`src/rtl/uvs_pkg.sv`:
```
// Shared types and constants for the UV sphere triangle index generator.
package uvs_pkg;

  // Output corner width, fixed by the result item
  localparam int unsigned CORNER_BITS = 16;

  // Configuration port widths
  localparam int unsigned CFG_INDEX_BITS = 2;
  localparam int unsigned CFG_DATA_BITS  = 8;

  // Configuration register indexes
  localparam logic [CFG_INDEX_BITS-1:0] REG_TESSELLATION = 2'd0;
  localparam logic [CFG_INDEX_BITS-1:0] REG_SHAPE_MODE   = 2'd1;

  // Reset value and lower clamp of the tessellation register
  localparam logic [CFG_DATA_BITS-1:0] TESS_RESET = 8'd16;
  localparam logic [CFG_DATA_BITS-1:0] TESS_MIN   = 8'd3;

  // Shape mode codes
  localparam logic MODE_SPHERE  = 1'b0;
  localparam logic MODE_CAPSULE = 1'b1;

  // Mesh section sequencer, one-hot
  typedef enum logic [2:0] {
    SEC_TOP    = 3'b001,
    SEC_BAND   = 3'b010,
    SEC_BOTTOM = 3'b100
  } section_t;

  // Effective mesh geometry derived from the configuration
  typedef struct packed {
    logic [8:0] slices;  // effective S, 3..256
    logic [8:0] rings;   // ring count R
  } geom_t;

  // One triangle
  typedef struct packed {
    logic [CORNER_BITS-1:0] corner_a;
    logic [CORNER_BITS-1:0] corner_b;
    logic [CORNER_BITS-1:0] corner_c;
    logic                   last_triangle;
  } tri_t;

endpackage

```
`src/rtl/uvs_seq.sv`:
```
// Mesh walk sequencer: section, band, slice and ring base counters plus corner arithmetic.
module uvs_seq #(
  parameter int unsigned INDEX_BITS = 16
) (
  input  logic          clk,
  input  logic          rst_n,
  input  uvs_pkg::geom_t geom,
  input  logic          step,       // an item is accepted
  input  logic          restart,    // restart flag of that item
  input  logic          clear,      // configuration write restarts the walk
  output uvs_pkg::tri_t tri_o
);

  uvs_pkg::section_t       section_r, section_nxt;
  logic [7:0]              band_r, band_nxt;
  logic [7:0]              slice_r, slice_nxt;
  logic                    half_r, half_nxt;
  logic [INDEX_BITS-1:0]   base_r, base_nxt;

  // effective current state after a restart or an illegal section code
  uvs_pkg::section_t       cur_sec;
  logic [7:0]              cur_band;
  logic [7:0]              cur_slice;
  logic                    cur_half;
  logic [INDEX_BITS-1:0]   cur_base;
  logic                    sec_bad;

  logic [8:0]              slice_inc;
  logic [8:0]              band_inc;
  logic                    row_end;
  logic [7:0]              nx;
  logic [INDEX_BITS-1:0]   lower;
  logic [INDEX_BITS-1:0]   a_full, b_full, c_full;
  logic                    last;

  // detect a section code outside the three legal ones
  always_comb begin
    case (section_r)
      uvs_pkg::SEC_TOP, uvs_pkg::SEC_BAND, uvs_pkg::SEC_BOTTOM: sec_bad = 1'b0;
      default: sec_bad = 1'b1;
    endcase
  end

  // restart folds into the state used for this item
  always_comb begin
    if (restart || sec_bad) begin
      cur_sec   = uvs_pkg::SEC_TOP;
      cur_band  = 8'd1;
      cur_slice = 8'd0;
      cur_half  = 1'b0;
      cur_base  = INDEX_BITS'(1);
    end else begin
      cur_sec   = section_r;
      cur_band  = band_r;
      cur_slice = slice_r;
      cur_half  = half_r;
      cur_base  = base_r;
    end
  end

  // slice wrap and ring offsets
  assign slice_inc = {1'b0, cur_slice} + 9'd1;
  assign band_inc  = {1'b0, cur_band} + 9'd1;
  assign row_end   = (slice_inc >= geom.slices);
  assign nx        = row_end ? 8'd0 : slice_inc[7:0];
  assign lower     = cur_base + INDEX_BITS'(geom.slices);

  // corner indices
  always_comb begin
    a_full = cur_base + INDEX_BITS'(cur_slice);
    b_full = lower + INDEX_BITS'(cur_slice);
    c_full = lower + INDEX_BITS'(nx);
    last   = 1'b0;
    case (cur_sec)
      uvs_pkg::SEC_TOP: begin
        a_full = '0;
        b_full = INDEX_BITS'(1) + INDEX_BITS'(cur_slice);
        c_full = INDEX_BITS'(1) + INDEX_BITS'(nx);
      end
      uvs_pkg::SEC_BAND: begin
        if (cur_half) begin
          b_full = lower + INDEX_BITS'(nx);
          c_full = cur_base + INDEX_BITS'(nx);
        end
      end
      uvs_pkg::SEC_BOTTOM: begin
        b_full = lower;
        c_full = cur_base + INDEX_BITS'(nx);
        last   = row_end;
      end
      default: begin
        a_full = '0;
      end
    endcase
  end

  assign tri_o.corner_a      = a_full[uvs_pkg::CORNER_BITS-1:0];
  assign tri_o.corner_b      = b_full[uvs_pkg::CORNER_BITS-1:0];
  assign tri_o.corner_c      = c_full[uvs_pkg::CORNER_BITS-1:0];
  assign tri_o.last_triangle = last;

  // advance the walk
  always_comb begin
    section_nxt = cur_sec;
    band_nxt    = cur_band;
    slice_nxt   = cur_slice;
    half_nxt    = cur_half;
    base_nxt    = cur_base;
    case (cur_sec)
      uvs_pkg::SEC_TOP: begin
        if (row_end) begin
          section_nxt = uvs_pkg::SEC_BAND;
          band_nxt    = 8'd1;
          slice_nxt   = 8'd0;
          half_nxt    = 1'b0;
          base_nxt    = INDEX_BITS'(1);
        end else begin
          slice_nxt = slice_inc[7:0];
        end
      end
      uvs_pkg::SEC_BAND: begin
        if (!cur_half) begin
          half_nxt = 1'b1;
        end else begin
          half_nxt = 1'b0;
          if (row_end) begin
            slice_nxt = 8'd0;
            base_nxt  = lower;
            if (band_inc >= geom.rings) begin
              section_nxt = uvs_pkg::SEC_BOTTOM;
            end else begin
              band_nxt = band_inc[7:0];
            end
          end else begin
            slice_nxt = slice_inc[7:0];
          end
        end
      end
      uvs_pkg::SEC_BOTTOM: begin
        if (row_end) begin
          section_nxt = uvs_pkg::SEC_TOP;
          band_nxt    = 8'd1;
          slice_nxt   = 8'd0;
          half_nxt    = 1'b0;
          base_nxt    = INDEX_BITS'(1);
        end else begin
          slice_nxt = slice_inc[7:0];
        end
      end
      default: begin
        section_nxt = uvs_pkg::SEC_TOP;
      end
    endcase
  end

  // state registers
  always_ff @(posedge clk) begin
    if (!rst_n || clear) begin
      section_r <= uvs_pkg::SEC_TOP;
      band_r    <= 8'd1;
      slice_r   <= 8'd0;
      half_r    <= 1'b0;
      base_r    <= INDEX_BITS'(1);
    end else if (step) begin
      section_r <= section_nxt;
      band_r    <= band_nxt;
      slice_r   <= slice_nxt;
      half_r    <= half_nxt;
      base_r    <= base_nxt;
    end
  end

endmodule

```
`src/rtl/uvs_out_reg.sv`:
```
// Result register with valid/stall handshake towards the consumer.
module uvs_out_reg (
  input  logic          clk,
  input  logic          rst_n,
  input  logic          load,      // a new item's triangle is ready
  input  uvs_pkg::tri_t tri_i,
  output logic          busy,      // holds an item the consumer has not taken
  output logic          out_valid,
  input  logic          out_stall,
  output uvs_pkg::tri_t tri_o
);

  logic          valid_r;
  uvs_pkg::tri_t tri_r;

  // full and stalled: the producer must wait
  assign busy      = valid_r && out_stall;
  assign out_valid = valid_r;
  assign tri_o     = tri_r;

  always_ff @(posedge clk) begin
    if (!rst_n) begin
      valid_r <= 1'b0;
    end else if (load) begin
      valid_r <= 1'b1;
    end else if (!out_stall) begin
      valid_r <= 1'b0;
    end
  end

  // payload needs no reset
  always_ff @(posedge clk) begin
    if (load) begin
      tri_r <= tri_i;
    end
  end

endmodule

```
`src/rtl/uv_sphere_triangle_index_generator_unit.sv`:
```
// Top level of the UV sphere / capsule triangle index generator.
//
//  channel  direction  handshake          payload
//  in_      input      in_valid/in_stall  in_restart
//  out_     output     out_valid/out_stall out_corner_a/b/c, out_last_triangle
//  cfg_     input      cfg_wr_en          cfg_index, cfg_data
//
// One triangle per accepted item, one item per cycle unless in_stall is high;
// out_valid rises the cycle after acceptance. Walk counters and corner logic
// sit between the state and result registers. Synchronous active-low
// reset gives tessellation 16, sphere mode and the first top-cap triangle.
// in_stall is high only while a result is held and out_stall is high.
module uv_sphere_triangle_index_generator_unit #(
  parameter int unsigned INDEX_BITS = 16
) (
  input  logic                                clk,
  input  logic                                rst_n,
  input  logic                                in_valid,
  output logic                                in_stall,
  input  logic                                in_restart,
  output logic                                out_valid,
  input  logic                                out_stall,
  output logic [uvs_pkg::CORNER_BITS-1:0]     out_corner_a,
  output logic [uvs_pkg::CORNER_BITS-1:0]     out_corner_b,
  output logic [uvs_pkg::CORNER_BITS-1:0]     out_corner_c,
  output logic                                out_last_triangle,
  input  logic                                cfg_wr_en,
  input  logic [uvs_pkg::CFG_INDEX_BITS-1:0]  cfg_index,
  input  logic [uvs_pkg::CFG_DATA_BITS-1:0]   cfg_data
);

  logic [uvs_pkg::CFG_DATA_BITS-1:0] tess_r;
  logic                              mode_r;
  logic                              cfg_hit;
  logic [uvs_pkg::CFG_DATA_BITS-1:0] tess_clamp;
  logic [8:0]                        slices;
  uvs_pkg::geom_t                    geom;
  logic                              in_acc;
  uvs_pkg::tri_t                     tri_calc;
  uvs_pkg::tri_t                     tri_out;

  // configuration registers
  assign cfg_hit = cfg_wr_en &&
                   (cfg_index == uvs_pkg::REG_TESSELLATION ||
                    cfg_index == uvs_pkg::REG_SHAPE_MODE);

  always_ff @(posedge clk) begin
    if (!rst_n) begin
      tess_r <= uvs_pkg::TESS_RESET;
      mode_r <= uvs_pkg::MODE_SPHERE;
    end else if (cfg_wr_en) begin
      if (cfg_index == uvs_pkg::REG_TESSELLATION) begin
        tess_r <= cfg_data;
      end
      if (cfg_index == uvs_pkg::REG_SHAPE_MODE) begin
        mode_r <= cfg_data[0];
      end
    end
  end

  // effective slice count: clamp to 3, capsule rounds up to even
  assign tess_clamp = (tess_r < uvs_pkg::TESS_MIN) ? uvs_pkg::TESS_MIN : tess_r;
  assign slices     = {1'b0, tess_clamp} +
                      9'((mode_r == uvs_pkg::MODE_CAPSULE) && tess_clamp[0]);
  assign geom.slices = slices;
  assign geom.rings  = (mode_r == uvs_pkg::MODE_CAPSULE) ? slices : slices - 9'd1;

  // input handshake
  assign in_acc = in_valid && !in_stall;

  uvs_seq #(
    .INDEX_BITS (INDEX_BITS)
  ) u_seq (
    .clk     (clk),
    .rst_n   (rst_n),
    .geom    (geom),
    .step    (in_acc),
    .restart (in_restart),
    .clear   (cfg_hit),
    .tri_o   (tri_calc)
  );

  uvs_out_reg u_out (
    .clk       (clk),
    .rst_n     (rst_n),
    .load      (in_acc),
    .tri_i     (tri_calc),
    .busy      (in_stall),
    .out_valid (out_valid),
    .out_stall (out_stall),
    .tri_o     (tri_out)
  );

  assign out_corner_a      = tri_out.corner_a;
  assign out_corner_b      = tri_out.corner_b;
  assign out_corner_c      = tri_out.corner_c;
  assign out_last_triangle = tri_out.last_triangle;

  // every accepted item shows up as a result in the next cycle
  a_acc_to_result: assert property (@(posedge clk) disable iff (!rst_n)
    in_acc |=> out_valid)
    else $error("accepted item produced no result");

  // the producer is held off only by a pending, stalled result
  a_stall_cause: assert property (@(posedge clk) disable iff (!rst_n)
    in_stall |-> (out_valid && out_stall))
    else $error("input stalled without a pending result");

  // a restart always yields the first top-cap triangle
  a_restart_first: assert property (@(posedge clk) disable iff (!rst_n)
    (in_acc && in_restart) |=>
      (out_corner_a == '0 && out_corner_b == 16'd1 && out_corner_c == 16'd2 &&
       !out_last_triangle))
    else $error("restart did not give the first top-cap triangle");

endmodule
```
`config.mk`:
```
export PLATFORM = sky130hd
export DESIGN_NAME = uv_sphere_triangle_index_generator_unit
export DESIGN_NICKNAME = d
export VERILOG_FILES = /design/src/rtl/uvs_pkg.sv /design/src/rtl/uvs_seq.sv /design/src/rtl/uvs_out_reg.sv /design/src/rtl/uv_sphere_triangle_index_generator_unit.sv
export SDC_FILE = /design/constraint.sdc
export NUM_CORES = 1
export LEC_CHECK = 0
export BUFFER_PORTS_ARGS = -buffer_cell sky130_fd_sc_hd__buf_2
export CAP_MARGIN = 40
export CELL_PAD_IN_SITES_DETAIL_PLACEMENT = 1
export CELL_PAD_IN_SITES_GLOBAL_PLACEMENT = 1
export CORE_MARGIN = 4
export CORE_UTILIZATION = 42
export DETAILED_ROUTE_END_ITERATION = 8
export GPL_TIMING_DRIVEN = 0
export PLACE_DENSITY = 0.88
export SLEW_MARGIN = 40
export SYNTH_ARGS = -nofsm -noshare
export SYNTH_HDL_FRONTEND = slang
export SYNTH_SLANG_ARGS = --single-unit
export TNS_END_PERCENT = 50
```
`constraint.sdc`:
```
create_clock -name clk -period 7.8 [get_ports clk]
set_input_delay 1.17 -clock clk [delete_from_list [all_inputs] [get_ports clk]]
set_output_delay 1.17 -clock clk [all_outputs]
set_load 0.02 [all_outputs]
```
---- Yosys cells after proc, flatten, opt, wreduce, memory -nomap -nowiden ----
Index checks and enable logic that the tools add are counted.
cells by class
  $add $sub $neg .......................... 11
  $lt $le $gt $ge ......................... 3
  equality and inequality tests ........... 8
  multiplexer cells ....................... 35
  reductions and logical operators ........ 15
operators by type and width
  kind                   number
  $mux W16               6
  $pmux W16 S3           2
  $mux W8                9
  $add A16 B8 Y16        4
  $pmux W16 S2           1
  $pmux W8 S2            2
  $add A1 B8 Y9 const A  2
  $add A8 B1 Y9 const B  2
  $ge A9 B9 Y1           2
  $mux W3                6
  $add A16 B9 Y16        1
  $add A8 B1 Y9          1
  $mux W9                1
  $pmux W3 S3            1
  $sub A9 B1 Y9 const B  1
  $lt A8 B2 Y1 const B   1
  $eq A3 B1 Y1 const B   2
  $eq A3 B2 Y1 const B   2
  $eq A3 B3 Y1 const B   2
  $mux W1                6
  $logic_and A1 B1 Y1    4
  $reduce_and A2 Y1      2
  $reduce_or A2 Y1       2
  $logic_or A1 B1 Y1     3
  6 further kinds        7
storage, ports and cells
  register bits after elaboration ......... 95
  bits of input ports ..................... 16
  output and inout bits ................... 51
  word-level logic and storage cells ...... 84

---- Longest topological paths before layout ----
Gate-level depths: netlist (run 1).
  word-level depth ........................ 11
  mapped depth ............................ 32
  mapped depth without buffers ............ 26

---- Hierarchy ----
Synthesis (run 1) repeated with hierarchy kept, for this count alone.
unflattened totals
  cells, all modules ...................... 1025
  area, all modules ....................... 8358.0 um^2
by module, submodules not included
  module                                   instances  cells each  area an instance (um^2)  seq. area each (um^2)
  uvs_seq                                  1          874         6068.3                   720.7
  uvs_out_reg                              1          52          1507.7                   1491.4
  uv_sphere_triangle_index_generator_unit  1          99          782.0                    180.2

---- Worst setup path before layout (run 1) ----
No wires, ideal clock.
  path kind ............................... input -> register
  start point ............................. input port in_restart
  end point ............................... register u_out.tri_r (netlist bit u_out.tri_o[29]) (data pin)
  setup time .............................. 283 ps
  arrival time ............................ 7372 ps
  required time ........................... 7517 ps
  slack ................................... 145 ps
  stages on the path ...................... 29
  buffers on the path ..................... 5
  cell sequence ........................... nor4b_1 a21o_2 buf_2 clkbuf_1 clkbuf_1 clkbuf_1 nand2_1 inv_1 ha_1 nand3_1 xor2_1 nor2_4 mux2_2 o31a_1 nor2_1 or2_2 clkbuf_1 nor2_1 ha_1 fa_1 a211oi_1 nor4_1 a31o_2 a22o_1 o41ai_4 a21oi_1 nand3b_1 xnor2_1 o22ai_1
RTL lines
  element               RTL line                                       source
  start, declared       uv_sphere_triangle_index_generator_unit.sv:20  input logic in_restart,
  end signal, assigned  uvs_out_reg.sv:34                              tri_r <= tri_i;
  end, declared         uvs_out_reg.sv:14                              uvs_pkg::tri_t tri_r;

==> results.py, run 1 <==
metrics = {
    "sta": {
        "relSlewSlack": 0.434,
        "tightest_slew_ns": 0.845,
        "grt_setup_unrepaired": "false",
        "fin_crit_sh": 0.974,
        "tns_ns": 0,
        "fmax_mhz": 132,
        "maxSlewViolCount": 0,
        "period_minus_slack_ns": 7.60,
        "finClkSkew_ns": 0.0122,
        "setup_violations": 0,
        "hold_viol": 0,
        "hold_slack_ns": 0.495,
        "finalWorstSetupSlack_ns": 0.201,
    },
    "routing": {
        "drc": 0,
        "dr.pass1.iters": 5,
        "ant_nets": 0,
        "wl_per_cell_um": 23.0,
        "wl_um": 29400,
        "vias_per_cell": 6.41,
        "initialDrtViolationCount": 812,
        "num_vias": 8206,
    },
    "cells_and_area": {
        "antenna-diode-count": 0,
        "final_cell_mix": "103 x nand2_1, 102 x nor2_1, 71 x buf_2, 66 x xnor2_1, 55 x a21oi_1",
        "final_common_cell": "nand2_1",
        "regArea_mm2": 0.00239,
        "fin_util": 0.489,
        "instances_no_fill": 1281,
        "final_area_mm2": 0.00912,
        "fin_nets": 1113,
        "syn_to_final_growth_pct": 14.9,
        "final.fill_count": 2271,
        "drive_gt1_frac": 0.143,
        "multiInputGateArea_mm2": 0.00537,
    },
    "global_route": {
        "grt_overflow": 0,
        "grt_max_degree": 36,
        "grt_use_met1": 0.351,
        "grt_pass1_wl_um": 46200,
        "antenna_found_initial": 0,
        "grt_pass1_vias": 8380,
        "grt_use_total": 0.273,
        "grtUsageMet2": 0.449,
        "busiest_layer": "met2",
        "grt_use_met3": 0.0458,
    },
    "synthesis": {
        "synthXorXnorAreaFrac": 0.117,
        "syn_inst": 957,
        "yosysWarnings": 0,
        "synth_top_family_by_area": "simple AND/OR/NAND/NOR gates",
        "synth_edf_count": 49,
        "synth_nets": 1028,
        "synth_fa_ha_area_frac": 0.0960,
        "ys_seq_area_frac": 0.301,
        "ys_seq_elements": 95,
        "asyncSetResetFlopFracSynth": 0,
        "yosys.area_share.simple": 0.221,
        "synth-compound-area-share": 0.208,
        "synth_area_per_cell_um2": 8.29,
        "synth_area_mm2": 0.00794,
        "muxShareOfSynthArea": 0.0167,
        "synth_flop_cell": "edfxtp_1",
        "post_synth_num_cell_types": 81,
    },
    "place": {
        "hpwl_um": 21800,
        "postPlaceCellArea_mm2": 0.00861,
        "gp_congestion": 0.933,
        "dp_cells": 1258,
        "dp_worst_setup_slack_ns": -3.04,
        "portBuffers": 66,
    },
    "worst_hold_path": {
        "hp-class": "flop to flop",
    },
    "floorplanning": {
        "ios": 67,
        "dieArea_mm2": 0.0212,
        "core_area_mm2": 0.0186,
        "initial_core_util": 0.426,
        "rows": 50,
        "fp.dieH_um": 145,
        "die_x_um": 145,
    },
    "clock_network": {
        "clk_latency_ns": 0.37,
        "htree_levels": 3,
        "clk_pin_slew_ns": 0.08,
        "cts_buffers": 9,
        "cts_tree": "built",
        "hold_buffers": 0,
        "clock_sinks": 95,
        "clockBufferDepth": 2,
        "cts-root-buf": "clkbuf_16",
    },
    "worst_setup_path": {
        "path_max_fanout": 19,
        "cp-start-kind": "input pin",
        "max_stage_delay_ns": 0.53,
        "required_ns": 7.88,
        "critPathSlowestCell": "fa_1",
        "cp.arrival_ns": 7.68,
        "end_kind": "flop",
        "worstSetupPathType": "input pin to flop",
    },
    "pwr": {
        "p_per_area_mw_per_mm2": 132,
        "power_mw": 1.21,
        "max-vdd-ir-drop_mv": 0.102,
        "p_leak_nw": 3.56,
    },
    "flow_run": {
        "drv_cap": 0,
    },
    "status": {
        "outcome": "finished, final reports clean",
    },
}
report_power, final:
| part | total, mW | internal (mW) | leakage [nW] | switching, mW |
|---|---|---|---|---|
| clock network | 0.469 | 0.227 | 0.143 | 0.241 |
| logic | 0.190 | 0.0629 | 2.55 | 0.127 |
| registers | 0.548 | 0.540 | 0.861 | 0.00757 |
| total | 1.21 | 0.830 | 3.56 | 0.376 |
sequential cells by signal (all words and copies together) (netlist names):
name and count:
u_seq.base_r 16, u_seq.half_r 1, mode_r 1, u_out.out_valid 1, u_out.tri_o 49, u_seq.section_r 3, u_seq.slice_r 8, u_seq.band_r 8
tess_r 8
worst paths after layout:
kind,from,end,slack [ns],cells after the start
setup / recovery,in_restart,u_out.tri_o[9],0.20,30
hold / removal,u_seq.base_r[0],u_seq.base_r[0],0.49,2
hold reg to reg,u_seq.base_r[0],u_seq.base_r[0],0.49,2
setup reg to reg,u_seq.section_r[1],u_out.tri_o[9],0.52,29
cell type report:
| class | count | share of cell area |
|---|---|---|
| Tap cell | 234 | 0.0321 |
| Inverter | 37 | 0.0155 |
| Multi-Input combinational cell | 779 | 0.588 |
| Buffer | 45 | 0.0244 |
| Sequential cell | 95 | 0.262 |
| Timing Repair Buffer | 75 | 0.0450 |
| Clock buffer | 9 | 0.0247 |
| Clock inverter | 7 | 0.00795 |
cells by family after synthesis:
family,count (synthesis)
muxes,13
buffers and inverters,83
adders and majority gates,60
xor gates and xnor gates,104
DFF,95
AOI/OAI and AO/OA,235
and+or+nand+nor,367
layer usage:
metal  vias to the layer above  routed length [um]
met2                       486               13700
met5                         -                   0
li1                       3626                   -
met1                      3996               11900
met4                         0                1230
met3                        98                2580
cell usage after synthesis, types with 4 or more instances:
cell      count  area, um2
nor2_1      106        398
nand2_1     103        387
xnor2_1      67        587
a21oi_1      56        280
ha_1         52        651
edfxtp_1     49       1470
dfxtp_1      46        921
o21ai_0      41        205
clkbuf_1     38        143
xor2_1       35        307
inv_1        33        124
nand3_1      30        150
nor3_1       23        115
a22oi_1      22        165
nor2b_1      19        119
and2_1       18        113
a21o_1       16        120
nand2b_1     16        100
mux2i_1      11        110
nand4_1      10       62.6
and3_1        8       50.1
o221ai_1      8       70.1
o22ai_1       8       50.1
or3_1         8       50.1
nor4_1        7       43.8
a222oi_1      6       60.1
buf_2         6       30.0
nand3b_1      6       45.0
o211ai_1      6       45.0
o21ai_1       6       30.0
a211oi_1      5       37.5
a32oi_1       5       43.8
o21a_1        5       37.5
a221oi_1      4       35.0
a31oi_1       4       25.0
maj3_1        4       40.0
worst max-delay path: cells and delay by family:
| kind | cells | cell delay [ns] |
|---|---|---|
| AO/OA/AOI/OAI | 7 | 1.68 |
| buffers and inverters | 8 | 1.63 |
| AND/OR/NAND/NOR | 10 | 1.61 |
| adder cells (fa/ha/maj) | 2 | 0.73 |
| XOR/XNOR | 2 | 0.44 |
| multiplexers | 1 | 0.39 |
timing repair:
action / CTS / global route
resized for setup: 33 / 9
pin swaps: 5 / 1
setup endpoints to repair: 60 / 12
endpoints found under the hold margin: 0 / 0
buffers inserted: 6 / 2
Note: power is estimated with default switching activity, not from simulation.
==> run 2: changes to the inputs <==
--- a/config.mk
+++ b/config.mk
@@ -7,10 +7,10 @@
 export LEC_CHECK = 0
 export BUFFER_PORTS_ARGS = -buffer_cell sky130_fd_sc_hd__buf_2
 export CAP_MARGIN = 40
-export CELL_PAD_IN_SITES_DETAIL_PLACEMENT = 1
-export CELL_PAD_IN_SITES_GLOBAL_PLACEMENT = 1
+export CELL_PAD_IN_SITES_DETAIL_PLACEMENT = 0
+export CELL_PAD_IN_SITES_GLOBAL_PLACEMENT = 2
 export CORE_MARGIN = 4
-export CORE_UTILIZATION = 42
+export CORE_UTILIZATION = 34
 export DETAILED_ROUTE_END_ITERATION = 8
 export GPL_TIMING_DRIVEN = 0
 export PLACE_DENSITY = 0.88
==> results.py, run 2 (synthesis results as in run 1) <==
metrics = {
    "status": {
        "outcome": "finished, final reports clean",
    },
    "floorplanning": {
        "ios": 67,
        "rows": 55,
        "die_x_um": 161,
        "core_area_mm2": 0.0228,
        "dieArea_mm2": 0.0259,
        "initial_core_util": 0.348,
        "fp.dieH_um": 161,
    },
    "routing": {
        "initialDrtViolationCount": 684,
        "dr.pass1.iters": 5,
        "drc": 0,
        "ant_nets": 0,
        "wl_um": 26800,
        "wl_per_cell_um": 19.7,
        "vias_per_cell": 5.54,
        "num_vias": 7530,
    },
    "worst_setup_path": {
        "crit_top_cell": "nor2_4",
        "end_kind": "flop",
        "cp.arrival_ns": 7.58,
        "max_stage_delay_ns": 0.48,
        "critPathSlowestCell": "fa_1",
        "worst-r2r-cell-count": 29,
        "path_max_fanout": 19,
        "worstSetupPathType": "input pin to flop",
        "cp-start-kind": "input pin",
        "required_ns": 7.88,
    },
    "sta": {
        "grt_setup_unrepaired": "false",
        "relSlewSlack": 0.428,
        "finalWorstSetupSlack_ns": 0.306,
        "fmax_mhz": 133,
        "tightest_slew_ns": 0.856,
        "setup_violations": 0,
        "hold_viol": 0,
        "period_minus_slack_ns": 7.49,
        "hold_slack_ns": 0.501,
        "finClkSkew_ns": 0.00956,
        "fin_crit_sh": 0.961,
        "maxSlewViolCount": 0,
    },
    "place": {
        "gp_congestion": 0.895,
        "dp_worst_setup_slack_ns": -2.99,
        "hpwl_um": 20800,
        "portBuffers": 66,
        "dp_cells": 1337,
    },
    "cells_and_area": {
        "largest_reg_flops": 49,
        "fin_nets": 1113,
        "final_cell_mix": "103 x nand2_1, 101 x nor2_1, 71 x buf_2, 66 x xnor2_1, 55 x a21oi_1",
        "final_common_cell": "nand2_1",
        "syn_to_final_growth_pct": 15.9,
        "drive_gt1_frac": 0.144,
        "antenna-diode-count": 0,
        "instances_no_fill": 1360,
    },
    "pwr": {
        "p_per_area_mw_per_mm2": 129,
        "max-vdd-ir-drop_mv": 0.0903,
        "power_mw": 1.19,
        "p_leak_nw": 3.55,
    },
    "global_route": {
        "grt_max_degree": 45,
        "grt_overflow": 0,
        "grt_pass1_vias": 7250,
        "grt_pass1_wl_um": 41500,
        "grt_use_total": 0.205,
        "antenna_found_initial": 0,
    },
    "clock_network": {
        "clock_sinks": 95,
        "cts_tree": "built",
        "clk_latency_ns": 0.36,
        "htree_levels": 3,
        "clk_pin_slew_ns": 0.08,
        "cts_buffers": 9,
        "cts-root-buf": "clkbuf_16",
        "clockBufferDepth": 2,
        "hold_buffers": 0,
    },
    "worst_hold_path": {
        "hold_depth": 2,
        "hp-class": "flop to flop",
    },
    "flow_run": {
        "drv_cap": 0,
    },
}
==> run 2: critical path, delay by kind of cell <==
| family | cells | cell delay, ns |
|---|---|---|
| AO/OA/AOI/OAI | 8 | 1.87 |
| buffers and inverters | 7 | 1.45 |
| AND/OR/NAND/NOR | 9 | 1.39 |
| adder cells (fa/ha/maj) | 3 | 0.92 |
| multiplexers | 1 | 0.39 |
| XOR/XNOR | 2 | 0.35 |
==> run 2: area by class of cell <==
type / count / area [um2]
sequential: 95 / 2390
buffer: 45 / 219
inverter: 37 / 141
tap: 313 / 392
clock buffer: 9 / 225
fill: 2348 / 13600
timing repair buffer: 75 / 410
clock inverter: 7 / 68.8
multi-input combinational: 779 / 5350
==> run 2: per-stage QoR <==
stage	TNS, ns	cell area, um2	util
after floorplan	0	7940	-
after global placement	-95.27	8660	0.380
after detailed placement	-88.95	8710	0.382
after CTS	0	9160	0.402
after global routing	0	9200	0.404
final	0	9200	0.404
==> run 2: final timing paths <==
| kind | from | end | slack (ns) |
|---|---|---|---|
| setup / recovery | in_restart | u_out.tri_o[29] | 0.31 |
| hold / removal | u_seq.slice_r[0] | u_seq.slice_r[0] | 0.50 |
| setup reg to reg | u_seq.section_r[1] | u_out.tri_o[29] | 0.59 |
| hold reg to reg | u_seq.slice_r[0] | u_seq.slice_r[0] | 0.50 |
==> run 2: report_power, final <==
part	total, mW	switching, mW	internal, mW
clock	0.461	0.236	0.225
combinational	0.183	0.121	0.0618
sequential	0.547	0.00687	0.540
total	1.19	0.365	0.827
==> run 2: routing by layer <==
metal | global-route usage | wire length (um) | up-vias
met5 | 0 | 0 | -
met4 | 0.0558 | 641 | 0
met3 | 0.0298 | 1790 | 35
met2 | 0.320 | 11800 | 274
met1 | 0.295 | 12600 | 3576
li1 | - | - | 3645
==> run 2: timing repair <==
action | CTS | global route
setup endpoints to repair | 61 | 12
pin swaps | 3 | 2
gates resized for setup | 31 | 6
endpoints found under the hold margin | 0 | 0
buffers inserted | 5 | 3
==> run 3: changes to the inputs <==
--- a/config.mk
+++ b/config.mk
@@ -9,6 +9,7 @@
 export CAP_MARGIN = 40
 export CELL_PAD_IN_SITES_DETAIL_PLACEMENT = 0
 export CELL_PAD_IN_SITES_GLOBAL_PLACEMENT = 2
+export CORE_ASPECT_RATIO = 1.25
 export CORE_MARGIN = 4
 export CORE_UTILIZATION = 34
 export DETAILED_ROUTE_END_ITERATION = 8
==> results.py, run 3 (synthesis results as in run 1) <==
metrics = {
    "routing": {
        "num_vias": 7543,
        "initialDrtViolationCount": 544,
        "vias_per_cell": 5.65,
        "wl_per_cell_um": 19.9,
        "wl_um": 26600,
        "ant_nets": 0,
        "dr.pass1.iters": 6,
        "drc": 0,
    },
    "sta": {
        "tightest_slew_ns": 0.894,
        "setup_violations": 0,
        "grt_setup_unrepaired": "false",
        "tns_ns": 0,
        "finClkSkew_ns": 0.00828,
        "fmax_mhz": 134,
        "fin_crit_sh": 0.958,
        "hold_viol": 0,
        "period_minus_slack_ns": 7.47,
        "hold_slack_ns": 0.498,
        "relSlewSlack": 0.402,
        "maxSlewViolCount": 0,
    },
    "pwr": {
        "p_leak_nw": 3.55,
        "p_per_area_mw_per_mm2": 131,
        "power_mw": 1.20,
        "max-vdd-ir-drop_mv": 0.108,
    },
    "cells_and_area": {
        "antenna-diode-count": 0,
        "final_cell_mix": "103 x nand2_1, 101 x nor2_1, 72 x buf_2, 66 x xnor2_1, 55 x a21oi_1",
        "largest_reg_flops": 49,
        "fin_util": 0.399,
        "instances_no_fill": 1334,
        "drive_gt1_frac": 0.141,
        "syn_to_final_growth_pct": 15.4,
        "final_common_cell": "nand2_1",
        "fin_nets": 1112,
        "final.fill_count": 2402,
    },
    "global_route": {
        "grt_max_degree": 40,
        "grt_pass1_vias": 7133,
        "grt_overflow": 0,
        "antenna_found_initial": 0,
        "grt_pass1_wl_um": 41100,
        "grt_use_total": 0.210,
    },
    "clock_network": {
        "clockBufferDepth": 2,
        "htree_levels": 3,
        "cts_tree": "built",
        "cts-root-buf": "clkbuf_16",
        "clock_sinks": 95,
        "cts_buffers": 9,
        "clk_latency_ns": 0.37,
        "clk_pin_slew_ns": 0.08,
        "hold_buffers": 0,
    },
    "worst_setup_path": {
        "critPathSlowestCell": "buf_4",
        "path_max_fanout": 28,
        "required_ns": 7.90,
        "reg2reg_from": "u_seq.section_r[1]",
        "cp.arrival_ns": 7.57,
        "startpoint": "in_restart",
        "cp-start-kind": "input pin",
        "crit_top_cell": "nand2_1",
        "end_kind": "flop",
        "worstSetupPathType": "input pin to flop",
        "max_stage_delay_ns": 0.33,
    },
    "floorplanning": {
        "die_x_um": 145,
        "dieArea_mm2": 0.0259,
        "ios": 67,
        "core_area_mm2": 0.0230,
        "rows": 62,
        "fp.dieH_um": 179,
        "initial_core_util": 0.346,
    },
    "place": {
        "dp_cells": 1314,
        "hpwl_um": 20800,
        "portBuffers": 66,
        "gp_congestion": 0.899,
    },
    "worst_hold_path": {
        "hp-class": "flop to flop",
        "hold_path_startpoint": "u_seq.base_r[0]",
    },
    "flow_run": {
        "drv_cap": 0,
    },
    "status": {
        "outcome": "finished, final reports clean",
    },
}
==> run 3: cell types whose count changed in the layout (fill, tap and decap cells not counted), moves of 2 or more <==
| cell | before | now |
|---|---|---|
| buf_4 | 11 | 8 |
| clkbuf_4 | 2 | 4 |
| inv_6 | 0 | 2 |
| clkinv_8 | 1 | 3 |
==> run 3: layout make-up <==
type                    instances  area [um2]  share of cell area
well taps                     288         360              0.0393
clock inverters                 7        86.3             0.00942
repair buffers                 75         408              0.0445
flip-flops and latches         95        2390               0.261
clock buffers                   9         225              0.0246
multi-input cells             779        5340               0.583
plain buffers                  44         208              0.0227
inverters                      37         141              0.0154
==> run 3: worst paths after layout <==
kind | endpoint | slack (ns) | cells past startpoint
min | u_seq.base_r[0] | 0.50 | 2
max reg2reg | u_out.tri_o[13] | 0.68 | 30
max | u_out.tri_o[13] | 0.33 | 31
min reg2reg | u_seq.base_r[0] | 0.50 | 2
==> run 3: what timing repair did <==
item / CTS / global route
pin swaps: 4 / 1
setup endpoints to repair: 56 / 10
buffers inserted: 4 / 2
gates resized for setup: 30 / 2
gates cloned: 0 / 0
==> run 3: metrics by stage <==
| stage | worst slack (ns) | cell area (um2) |
|---|---|---|
| 3_5_place_dp | -3.04 | 8700 |
| 5_1_grt | 0.128 | 9160 |
| 2_1_floorplan | 0.145 | 7940 |
| 3_3_place_gp | -3.03 | 8630 |
| 6_report | 0.331 | 9160 |
| 4_1_cts | 0.0267 | 9150 |
==> run 3: per-layer routing <==
metal / wire length [um] / share of wire / track usage / vias to the layer above
met2: 12400 / 0.47 / 0.345 / 272
met5: 0 / 0 / 0 / -
met1: 11500 / 0.43 / 0.268 / 3581
met3: 1570 / 0.059 / 0.0296 / 55
met4: 1100 / 0.041 / 0.101 / 0
li1: - / - / - / 3635
==> run 3: power breakdown <==
group / internal (mW) / total, mW / leakage [nW] / switching [mW]
combinational: 0.0603 / 0.178 / 2.54 / 0.118
sequential: 0.540 / 0.547 / 0.861 / 0.00715
clock: 0.230 / 0.470 / 0.151 / 0.240
==> run 3: worst max-delay path: cells and delay by family <==
kind	cells	cell delay [ns]
buffers and inverters	6	1.49
adder cells (fa/ha/maj)	3	0.73
AND/OR/NAND/NOR	10	1.95
AO/OA/AOI/OAI	10	1.84
XOR/XNOR	2	0.36
